--- config.mk ---
export PLATFORM = sky130hd
export DESIGN_NAME = onewire_rom_search_engine_core
export DESIGN_NICKNAME = d
export VERILOG_FILES = /design/src/rtl/ors_pkg.sv /design/src/rtl/ors_step.sv /design/src/rtl/onewire_rom_search_engine_core.sv
export SDC_FILE = /design/constraint.sdc
export NUM_CORES = 1
export LEC_CHECK = 0
export BUFFER_PORTS_ARGS = -buffer_cell sky130_fd_sc_hd__buf_2
export CAP_MARGIN = 20
export CORE_ASPECT_RATIO = 1.75
export CORE_UTILIZATION = 55
export DETAILED_ROUTE_END_ITERATION = 10
export PLACE_DENSITY_LB_ADDON = 0.05
export SETUP_SLACK_MARGIN = 0.3
export SYNTH_ARGS = -nofsm -noshare
export SYNTH_HDL_FRONTEND = slang
export SYNTH_HIERARCHICAL = 1
export SYNTH_SLANG_ARGS = --single-unit
--- constraint.sdc ---
create_clock -name clock -period 4.2 [get_ports clock]
set_input_delay 0 -clock clock [delete_from_list [all_inputs] [get_ports clock]]
set_output_delay 0 -clock clock [all_outputs]
set_load 0.005 [all_outputs]
--- src/rtl/ors_pkg.sv ---
`timescale 1ns / 1ps

package ors_pkg;

   localparam int MAX_DEVICES = 8;
   localparam int CNT_W       = 4;
   localparam int POS_W       = 7;
   localparam int ROM_W       = 64;

   localparam logic [7:0]       FAMILY_RESET = 8'h28;
   localparam logic [7:0]       CRC_POLY     = 8'h8C;
   localparam logic [POS_W-1:0] END_POS      = 7'd65;
   localparam logic [POS_W-1:0] LAST_POS     = 7'd64;
   localparam logic [POS_W-1:0] CRC_BITS     = 7'd56;
   localparam logic [POS_W-1:0] FIRST_POS    = 7'd1;

   typedef enum logic [1:0] {
      FN_RESTART = 2'd0,
      FN_PASS    = 2'd1,
      FN_BIT     = 2'd2
   } func_type;

   typedef enum logic [2:0] {
      ST_OK      = 3'd0,
      ST_FOUND   = 3'd1,
      ST_NO_RESP = 3'd2,
      ST_DONE    = 3'd3,
      ST_NO_PRES = 3'd4,
      ST_FULL    = 3'd5,
      ST_IGNORED = 3'd6
   } status_type;

   typedef struct packed {
      logic [ROM_W-1:0] rom_bits;
      logic [POS_W-1:0] discrepancy_pos;
      logic [POS_W-1:0] last_zero_pos;
      logic [POS_W-1:0] bit_position;
      logic             search_finished;
      logic             pass_active;
      logic [7:0]       crc_accum;
      logic [CNT_W-1:0] accepted_count;
   } search_state_type;

   typedef struct packed {
      logic [1:0] func;
      logic       presence;
      logic       id_bit;
      logic       complement_bit;
   } req_item_type;

   typedef struct packed {
      logic             direction;
      status_type       status;
      logic [ROM_W-1:0] rom_code;
      logic             crc_ok;
      logic             family_ok;
      logic             last_device;
      logic [CNT_W-1:0] device_count;
   } rsp_item_type;

   localparam search_state_type STATE_CLEAR = '{
      rom_bits:        '0,
      discrepancy_pos: '0,
      last_zero_pos:   '0,
      bit_position:    FIRST_POS,
      search_finished: 1'b0,
      pass_active:     1'b0,
      crc_accum:       '0,
      accepted_count:  '0
   };

   // one step of the reflected CRC-8
   function automatic logic [7:0] crc8_step(input logic [7:0] crc, input logic din);
      logic [7:0] sh;
      sh = {1'b0, crc[7:1]};
      if (crc[0] ^ din) begin
         sh = sh ^ CRC_POLY;
      end
      return sh;
   endfunction

endpackage

--- src/rtl/ors_step.sv ---
`timescale 1ns / 1ps

module ors_step (
   input  ors_pkg::search_state_type cur,
   input  ors_pkg::req_item_type     item,
   input  logic [7:0]                family_code,
   output ors_pkg::search_state_type nxt,
   output ors_pkg::rsp_item_type     rsp
);

   logic [5:0]                bit_idx;
   logic                      dir;
   logic                      in_range;
   logic [ors_pkg::ROM_W-1:0] rom_new;
   logic [7:0]                crc_new;
   logic                      crc_ok;
   logic                      fam_ok;

   assign bit_idx  = 6'(cur.bit_position - ors_pkg::FIRST_POS);
   assign in_range = (cur.bit_position >= ors_pkg::FIRST_POS)
                     && (cur.bit_position < ors_pkg::END_POS);

   // direction choice: forced by the bus, else follow the previous path below the last discrepancy, 1 at it, 0 beyond
   always_comb begin
      if (item.id_bit != item.complement_bit) begin
         dir = item.id_bit;
      end else if (cur.bit_position < cur.discrepancy_pos) begin
         dir = cur.rom_bits[bit_idx];
      end else begin
         dir = (cur.bit_position == cur.discrepancy_pos);
      end
   end

   always_comb begin
      rom_new          = cur.rom_bits;
      rom_new[bit_idx] = dir;
   end

   assign crc_new = (cur.bit_position <= ors_pkg::CRC_BITS)
                    ? ors_pkg::crc8_step(cur.crc_accum, dir) : cur.crc_accum;
   assign crc_ok  = (crc_new == rom_new[63:56]);
   assign fam_ok  = (rom_new[7:0] == family_code);

   always_comb begin
      nxt              = cur;
      rsp.direction    = 1'b0;
      rsp.status       = ors_pkg::ST_OK;
      rsp.rom_code     = '0;
      rsp.crc_ok       = 1'b0;
      rsp.family_ok    = 1'b0;
      case (item.func)
         ors_pkg::FN_RESTART: begin
            nxt = ors_pkg::STATE_CLEAR;
         end
         ors_pkg::FN_PASS: begin
            if (cur.accepted_count >= ors_pkg::CNT_W'(ors_pkg::MAX_DEVICES)) begin
               nxt.pass_active = 1'b0;
               rsp.status      = ors_pkg::ST_FULL;
            end else if (cur.search_finished) begin
               nxt.pass_active = 1'b0;
               rsp.status      = ors_pkg::ST_DONE;
            end else if (!item.presence) begin
               nxt.discrepancy_pos = '0;
               nxt.search_finished = 1'b0;
               nxt.pass_active     = 1'b0;
               rsp.status          = ors_pkg::ST_NO_PRES;
            end else begin
               nxt.pass_active   = 1'b1;
               nxt.bit_position  = ors_pkg::FIRST_POS;
               nxt.last_zero_pos = '0;
               nxt.crc_accum     = '0;
            end
         end
         ors_pkg::FN_BIT: begin
            if (!(cur.pass_active && in_range)) begin
               rsp.status = ors_pkg::ST_IGNORED;
            end else if (item.id_bit && item.complement_bit) begin
               nxt.pass_active = 1'b0;
               rsp.status      = ors_pkg::ST_NO_RESP;
            end else begin
               rsp.direction    = dir;
               nxt.rom_bits     = rom_new;
               nxt.crc_accum    = crc_new;
               nxt.bit_position = cur.bit_position + 7'd1;
               if ((item.id_bit == item.complement_bit) && !dir) begin
                  nxt.last_zero_pos = cur.bit_position;
               end
               if (cur.bit_position == ors_pkg::LAST_POS) begin
                  nxt.pass_active     = 1'b0;
                  nxt.discrepancy_pos = nxt.last_zero_pos;
                  if (nxt.last_zero_pos == '0) begin
                     nxt.search_finished = 1'b1;
                  end
                  if (crc_ok && fam_ok
                      && (cur.accepted_count < ors_pkg::CNT_W'(ors_pkg::MAX_DEVICES))) begin
                     nxt.accepted_count = cur.accepted_count + 4'd1;
                  end
                  rsp.crc_ok    = crc_ok;
                  rsp.family_ok = fam_ok;
                  rsp.rom_code  = rom_new;
                  rsp.status    = ors_pkg::ST_FOUND;
               end
            end
         end
         default: begin
            rsp.status = ors_pkg::ST_IGNORED;
         end
      endcase
      rsp.last_device  = nxt.search_finished;
      rsp.device_count = nxt.accepted_count;
   end

endmodule

--- src/rtl/onewire_rom_search_engine_core.sv ---
`timescale 1ns / 1ps
// channel   direction  words carried
// req_*     in         restart / pass start / bit pair
// rsp_*     out        one result word per request word
// csr_*     in         family code register write
//
// One request word per cycle while rsp_tready is high: each word is held in
// the input register, the search step runs between it and the result
// register, which drives rsp_tvalid.
// A stalled rsp_tready holds the result register; the input register still
// takes one more word, then req_tready drops.
// Reset (synchronous) clears the search state and loads family code 0x28.

module onewire_rom_search_engine_core (
   input  logic        clock,
   input  logic        reset,
   input  logic        req_tvalid,
   output logic        req_tready,
   input  logic [7:0]  req_tdata,  // presence, id_bit, complement_bit, zero pad
   input  logic [1:0]  req_tuser,  // func
   output logic        rsp_tvalid,
   input  logic        rsp_tready,
   output logic [71:0] rsp_tdata,  // direction, rom_code[64], crc_ok, family_ok,
                                   // last_device, device_count[4]
   output logic [2:0]  rsp_tuser,  // status
   input  logic        csr_valid,
   output logic        csr_ready,
   input  logic [7:0]  csr_data
);

   logic                      csr_write;
   logic [7:0]                family_code_ff;
   logic                      in_valid_ff;
   ors_pkg::req_item_type     in_item_ff;
   ors_pkg::search_state_type state_ff;
   ors_pkg::search_state_type state_in;
   logic                      out_valid_ff;
   ors_pkg::rsp_item_type     out_item_ff;
   ors_pkg::rsp_item_type     out_item_in;
   logic                      out_free;
   logic                      step_go;

   assign csr_write  = csr_valid;
   assign csr_ready  = 1'b1;
   assign out_free   = !out_valid_ff || rsp_tready;
   assign step_go    = in_valid_ff && out_free;
   assign req_tready = !in_valid_ff || out_free;

   always_ff @(posedge clock) begin
      if (reset) begin
         family_code_ff <= ors_pkg::FAMILY_RESET;
      end else if (csr_write) begin
         family_code_ff <= csr_data;
      end
   end

   ors_step u_step (
      .cur         (state_ff),
      .item        (in_item_ff),
      .family_code (family_code_ff),
      .nxt         (state_in),
      .rsp         (out_item_in)
   );

   always_ff @(posedge clock) begin
      if (reset) begin
         in_valid_ff  <= 1'b0;
         out_valid_ff <= 1'b0;
         state_ff     <= ors_pkg::STATE_CLEAR;
      end else begin
         if (req_tready) begin
            in_valid_ff <= req_tvalid;
         end
         if (out_free) begin
            out_valid_ff <= in_valid_ff;
         end
         if (step_go) begin
            state_ff <= state_in;
         end
      end
   end

   always_ff @(posedge clock) begin
      if (req_tready && req_tvalid) begin
         in_item_ff.func           <= req_tuser;
         in_item_ff.presence       <= req_tdata[0];
         in_item_ff.id_bit         <= req_tdata[1];
         in_item_ff.complement_bit <= req_tdata[2];
      end
      if (step_go) begin
         out_item_ff <= out_item_in;
      end
   end

   assign rsp_tvalid = out_valid_ff;
   assign rsp_tuser  = out_item_ff.status;
   assign rsp_tdata  = {out_item_ff.device_count, out_item_ff.last_device,
                        out_item_ff.family_ok, out_item_ff.crc_ok,
                        out_item_ff.rom_code, out_item_ff.direction};

endmodule
==> results of run 1 <==
[power groups by stage]
stage / combinational, W / clock (W) / sequential [W]
floorplan: 0.000244 / 0 / 0.00201
global placement: 0.000360 / 0 / 0.00201
detailed placement: 0.000362 / 0 / 0.00201
CTS: 0.000389 / 0.00161 / 0.00197
global route: 0.000420 / 0.00167 / 0.00197
finish: 0.000395 / 0.00159 / 0.00197
[flip-flops by register name, summed over array words and instances, names as in the netlist]
signal and cells:
in_valid_ff 1, family_code_ff 8, rsp_tdata 72, rsp_tuser 3, rsp_tvalid 1, state_ff 99
in_item_ff 5
[cell type report]
cell class	count	area [um2]
Sequential cell	189	4590
Clock inverter	14	118
Multi-Input combinational cell	1125	7620
Clock buffer	18	439
Tap cell	296	370
Fill cell	1893	7030
Timing Repair Buffer	265	1980
Inverter	25	104
[metrics by stage]
step / setup TNS [ns] / power [W] / cell area (um2) / hold slack [ns]
2_1_floorplan: 0 / 0.00226 / 12700 / 0.0989
3_3_place_gp: 0 / 0.00237 / 13900 / 0.177
3_5_place_dp: 0 / 0.00237 / 13900 / 0.178
4_1_cts: 0 / 0.00397 / 15000 / 0.00964
5_1_grt: -0.243 / 0.00406 / 15200 / 0.0529
6_report: 0 / 0.00395 / 15200 / 0.0367
[final timing paths]
kind	slack, ns	start	endpoint	cells after the start
min	0.04	csr_valid	family_code_ff[0]	3
max reg2reg	0.05	state_ff[14]	state_ff[0]	18
max	0.05	state_ff[14]	state_ff[0]	18
min reg2reg	0.49	state_ff[30]	state_ff[30]	2
[worst register-to-register path, delay by kind of cell (launching register included)]
family	cells	cell delay (ns)
AO/OA/AOI/OAI	6	1.58
XOR/XNOR	1	0.20
flip-flops	1	0.39
buffers and inverters	4	0.49
AND/OR/NAND/NOR	5	1.08
adder cells (fa/ha/maj)	1	0.20
multiplexers	1	0.06
[cells in the final DEF, fill, tap and decap left out, types with 17 or more instances in the layout]
cell,synthesis,routed
dfxtp_1,109,105
buf_2,16,93
nand2_1,104,101
dlygate4sd3_1,0,23
buf_4,9,132
nor3_1,47,40
nand3_1,29,27
clkbuf_16,0,17
a21oi_1,78,77
inv_1,25,21
nor2_1,148,142
mux2i_1,151,151
a22o_1,42,42
o21ai_0,134,132
edfxtp_1,80,80
nand2b_1,201,201
[what timing repair did]
item,in CTS,in global routing
pin swaps,15,26
cloned,2,0
setup endpoints to repair,10,56
hold endpoints to repair,20,0
buffers inserted,15,8
resized for setup,26,36
hold buffers,23,0
[routing by layer]
layer | GRT usage [%] | routed length [um] | share of wire, %
met5 | 0 | 0 | 0
met4 | 21.7 | 2240 | 5.8
met3 | 4.44 | 1510 | 3.9
met2 | 60.0 | 20400 | 53
met1 | 36.7 | 14600 | 38
[cell families after synthesis]
logic type | count (synthesis) | share of synthesized area [%]
muxes | 158 | 12.9
and+or+nand+nor | 586 | 23.9
buffers and inverters | 135 | 6.07
DFF | 189 | 36.5
other | 1 | 0.0298
xor gates and xnor gates | 19 | 1.44
adders and majority gates | 14 | 1.39
AOI/OAI and AO/OA | 347 | 17.7
==> results_dict.tcl, run 1 <==
set metrics [dict create \
    status "finished clean" \
    place_ws_ns 0.0396 \
    final_nets 1660 \
    core_region_area_mm2 0.0223 \
    slew_headroom_pct 34.8 \
    cpLargestDelayFamily "compound AO/OA/AOI/OAI gates" \
    cpMostUsedCell "nor4_4" \
    arrival_ns 4.48 \
    synthDistinctLibCells 80 \
    clock_tree.buffer_depth 2 \
    fp.dieArea_mm2 0.0235 \
    final_antenna_net_count 0 \
    io_pins 101 \
    io_buffers 94 \
    ir_worst_vdd_v 0.000279 \
    worstMarginPinSlew_ns 0.970 \
    cts_root_buf "clkbuf_16" \
    ys_top_cells_by_area "edfxtp_1 (19%), dfxtp_1 (17%), mux2i_1 (12%)" \
    diodes 0 \
    rsz0062_at_grt "true" \
    grt_pass1_vias 11069 \
    p_int_w 0.00296 \
    drv_cap 0 \
    drtIter0Drc 894 \
    wire_per_inst_um 20.0 \
    firstDrtPassIters 5 \
    totalWireLength_um 38700 \
    end_kind "flop" \
    worst-path-buf-inv 4 \
    numClockSinks 189 \
    slowest_delay_ns 0.50 \
    hold_viol_final 0 \
    via_per_inst 5.96 \
    swShare_pct 25.1 \
    fmax_ghz 0.241 \
    gr-total-overflow 0 \
    pwr-share-clk_pct 40.1 \
    period_share_pct 98.8 \
    skew_ns 0.00961 \
    syn2layout_area_growth_pct 21.1 \
    gp_congestion 0.975 \
    power_frac_comb_pct 10.0 \
    synth_edf_count 80 \
    synth_seq_cells 189 \
    async_reset_ff_share_pct 0 \
    yosys_most_used_dff "dfxtp_1" \
    synthesis.area_mm2 0.0126 \
    seq_area_frac_synth_pct 36.5 \
    rows 72 \
    cts_max_level 4 \
    cp_max_fo 8 \
    critPathRequiredTime_ns 4.53 \
    period_minus_slack_ns 4.15 \
    place_hpwl_um 26800 \
    cp_cell_sequence "inv_8, ha_4, xor2_4, buf_6, buf_16, o311a_1, o221a_4, a2bb2oi_4, nor4_4, or3_4, a211oi_2, a2111o_1, nor4_4, buf_4, nor3_2, a221o_1, nand2b_1, mux2i_1" \
    drv_slew 0 \
    vias 11522 \
    cp-start-kind "flop" \
    syn-num-nets 1486 \
    layout_setup_ws_ns 0.0512 \
    drive_above_1_share_pct 22.0 \
    power_frac_seq_pct 49.9 \
    cts_tree "yes" \
    drc 0 \
    stdcell_count 1932 \
    slowest_stage "nor4_4" \
    grt_pass1_wl_um 59700 \
    utilization_pct 68.4 \
    track_usage_pct 33.8 \
    synth_top_area_cell "edfxtp_1" \
    clk_pin_slew_ns 0.07 \
    switchingPower_w 0.000993 \
    yosys_warnings 6 \
    die_x_um 116 \
    hold_class "input port to flop" \
    antenna_found_initial 0 \
    die_h_um 202 \
    synth_common_cells "nand2b_1 (201), mux2i_1 (151), nor2_1 (148)" \
    clkLatencyLatePin_ns 0.46 \
    netlist_instances 1449 \
    setup_viol 0 \
    syn_avg_cell_area_um2 8.68 \
    p_per_area_mw_per_mm2 259 \
    place_inst 1852 \
    p_leak_nw 5.30 \
    yosysMostFrequentCell "nand2b_1" \
    synth_top_area_share_pct 19.1 \
    crit_type "flop to flop" \
    grt_max_degree 110 \
    cts_inserted_buffers 17 \
    start_util_pct 56.5 \
]
No activity file was read; power rests on OpenSTA's default activity.
==> run 2: changes to the inputs <==
--- a/config.mk
+++ b/config.mk
@@ -11,6 +11,7 @@
 export CORE_UTILIZATION = 55
 export DETAILED_ROUTE_END_ITERATION = 10
 export PLACE_DENSITY_LB_ADDON = 0.05
+export RECOVER_POWER = 25
 export SETUP_SLACK_MARGIN = 0.3
 export SYNTH_ARGS = -nofsm -noshare
 export SYNTH_HDL_FRONTEND = slang
==> results_dict.tcl, run 2 (same netlist as run 1, synthesis figures left out) <==
set metrics [dict create \
    hold_class "input port to flop" \
    mostFrequentLayoutCell "nand2b_1" \
    multi_input_area_mm2 0.00762 \
    arrival_ns 4.47 \
    drv_slew 110 \
    cp_cell_sequence "inv_8, ha_4, xor2_4, buf_6, buf_16, o311a_1, o221a_4, a2bb2oi_4, nor4_4, or3_4, a211oi_2, a2111o_1, nor4_4, buf_4, nor3_2, a221o_1, nand2b_1, mux2i_1" \
    period_share_pct 98.6 \
    clkLatencyLatePin_ns 0.46 \
    drv_cap 1 \
    clk_pin_slew_ns 0.07 \
    drtIter0Drc 950 \
    numClockSinks 189 \
    diodes 0 \
    io_pins 101 \
    fp.dieArea_mm2 0.0235 \
    setup_viol 0 \
    start_util_pct 56.5 \
    stdcell_count 1932 \
    cts_root_buf "clkbuf_16" \
    worst-path-buf-inv 4 \
    final_cell_mix "nand2b_1 (201), mux2i_1 (151), nor2_1 (142)" \
    violations "capacitance limit, slew limit" \
    cts_inserted_buffers 17 \
    cpMostUsedCell "nor4_4" \
    rsz0062_at_grt "true" \
    slowest_stage "nor4_4" \
    core_region_area_mm2 0.0223 \
    end_kind "flop" \
    status "finished with violations" \
    cpLargestDelayFamily "compound AO/OA/AOI/OAI gates" \
    via_per_inst 5.99 \
    fill_cells 1916 \
    crit_type "flop to flop" \
    grt_max_degree 110 \
    cts_tree "yes" \
    slew_headroom_pct -139 \
    p_leak_nw 5.20 \
    grt_pass1_vias 11069 \
    top_register "state_ff" \
    critPathRequiredTime_ns 4.53 \
    io_buffers 94 \
    p_per_area_mw_per_mm2 261 \
    regArea_mm2 0.00459 \
    hold_viol_final 0 \
    final_antenna_net_count 0 \
    firstDrtPassIters 5 \
    place_hpwl_um 26800 \
    gr-total-overflow 0 \
    final_nets 1660 \
    totalWireLength_um 38800 \
    drive_above_1_share_pct 19.3 \
    antenna_found_initial 0 \
    tns_ns 0 \
    postLayoutCellArea_mm2 0.0152 \
    cp_max_fo 8 \
    grt_pass1_wl_um 59700 \
    die_x_um 116 \
    fmax_ghz 0.242 \
    drc 0 \
    skew_ns 0.00922 \
    slowest_delay_ns 0.49 \
    gp_congestion 0.975 \
    wire_per_inst_um 20.1 \
    rows 72 \
    hold_slack_ns 0.0399 \
    clock_tree.buffer_depth 2 \
    dpl_cell_area_mm2 0.0139 \
    period_minus_slack_ns 4.14 \
    place_inst 1852 \
    ir_worst_vdd_v 0.000278 \
    die_h_um 202 \
    cts_max_level 4 \
    vias 11570 \
    largest_reg_flops 99 \
    cp-start-kind "flop" \
    syn2layout_area_growth_pct 20.6 \
    track_usage_pct 33.8 \
    worstMarginPinSlew_ns 3.58 \
]
## run 2: timing repair
item,in CTS,in global routing
gates resized for setup,26,36
hold buffers,23,0
endpoints found under the hold margin,20,0
cloned,2,0
endpoints found under the setup margin,10,56
setup buffers,15,8
pin swaps,15,26
## run 2: through the flow
step	worst slack, ns	utilization (%)	total power (W)
3_5_place_dp	0.0396	62.5	0.00237
3_3_place_gp	0.0874	62.5	0.00237
5_1_grt	-0.0789	68.2	0.00406
6_report	0.0594	68.2	0.00395
2_1_floorplan	0.163	-	0.00226
4_1_cts	0.0866	67.4	0.00397
## run 2: area by class of cell
type                       instances  share of cell area [%]
clock buffer                      18                    2.90
sequential                       189                    30.3
clock inverter                    14                   0.775
tap                              296                    2.44
timing repair buffer             265                    12.7
multi-input combinational       1125                    50.3
inverter                          25                   0.685
## run 2: final timing paths
check | to | cells past startpoint | start | slack [ns]
max | state_ff[0] | 18 | state_ff[14] | 0.06
min | family_code_ff[0] | 3 | csr_valid | 0.04
max reg2reg | state_ff[0] | 18 | state_ff[14] | 0.06
min reg2reg | state_ff[29] | 2 | state_ff[29] | 0.49
## run 2: where the power goes
| group | total (W) | internal, W | switching (W) |
|---|---|---|---|
| registers | 0.00197 | 0.00195 | 0.0000166 |
| clock network | 0.00159 | 0.000830 | 0.000760 |
| logic | 0.000393 | 0.000171 | 0.000222 |
| total | 0.00395 | 0.00295 | 0.000999 |
## run 2: worst register-to-register path, delay by kind of cell (launching register included)
family	cells	cell delay [ns]
xor gates and xnor gates	1	0.20
AOI/OAI and AO/OA	6	1.59
muxes	1	0.06
buffers and inverters	4	0.49
DFF	1	0.39
adders and majority gates	1	0.20
and+or+nand+nor	5	1.07
## run 2: layer usage
| metal | global-route usage (%) | wire, um | vias to the layer above |
|---|---|---|---|
| li1 | - | - | 5502 |
| met1 | 36.7 | 14600 | 5567 |
| met2 | 60.0 | 20300 | 383 |
| met3 | 4.44 | 1630 | 118 |
| met4 | 21.7 | 2290 | 0 |
| met5 | 0 | 0 | - |
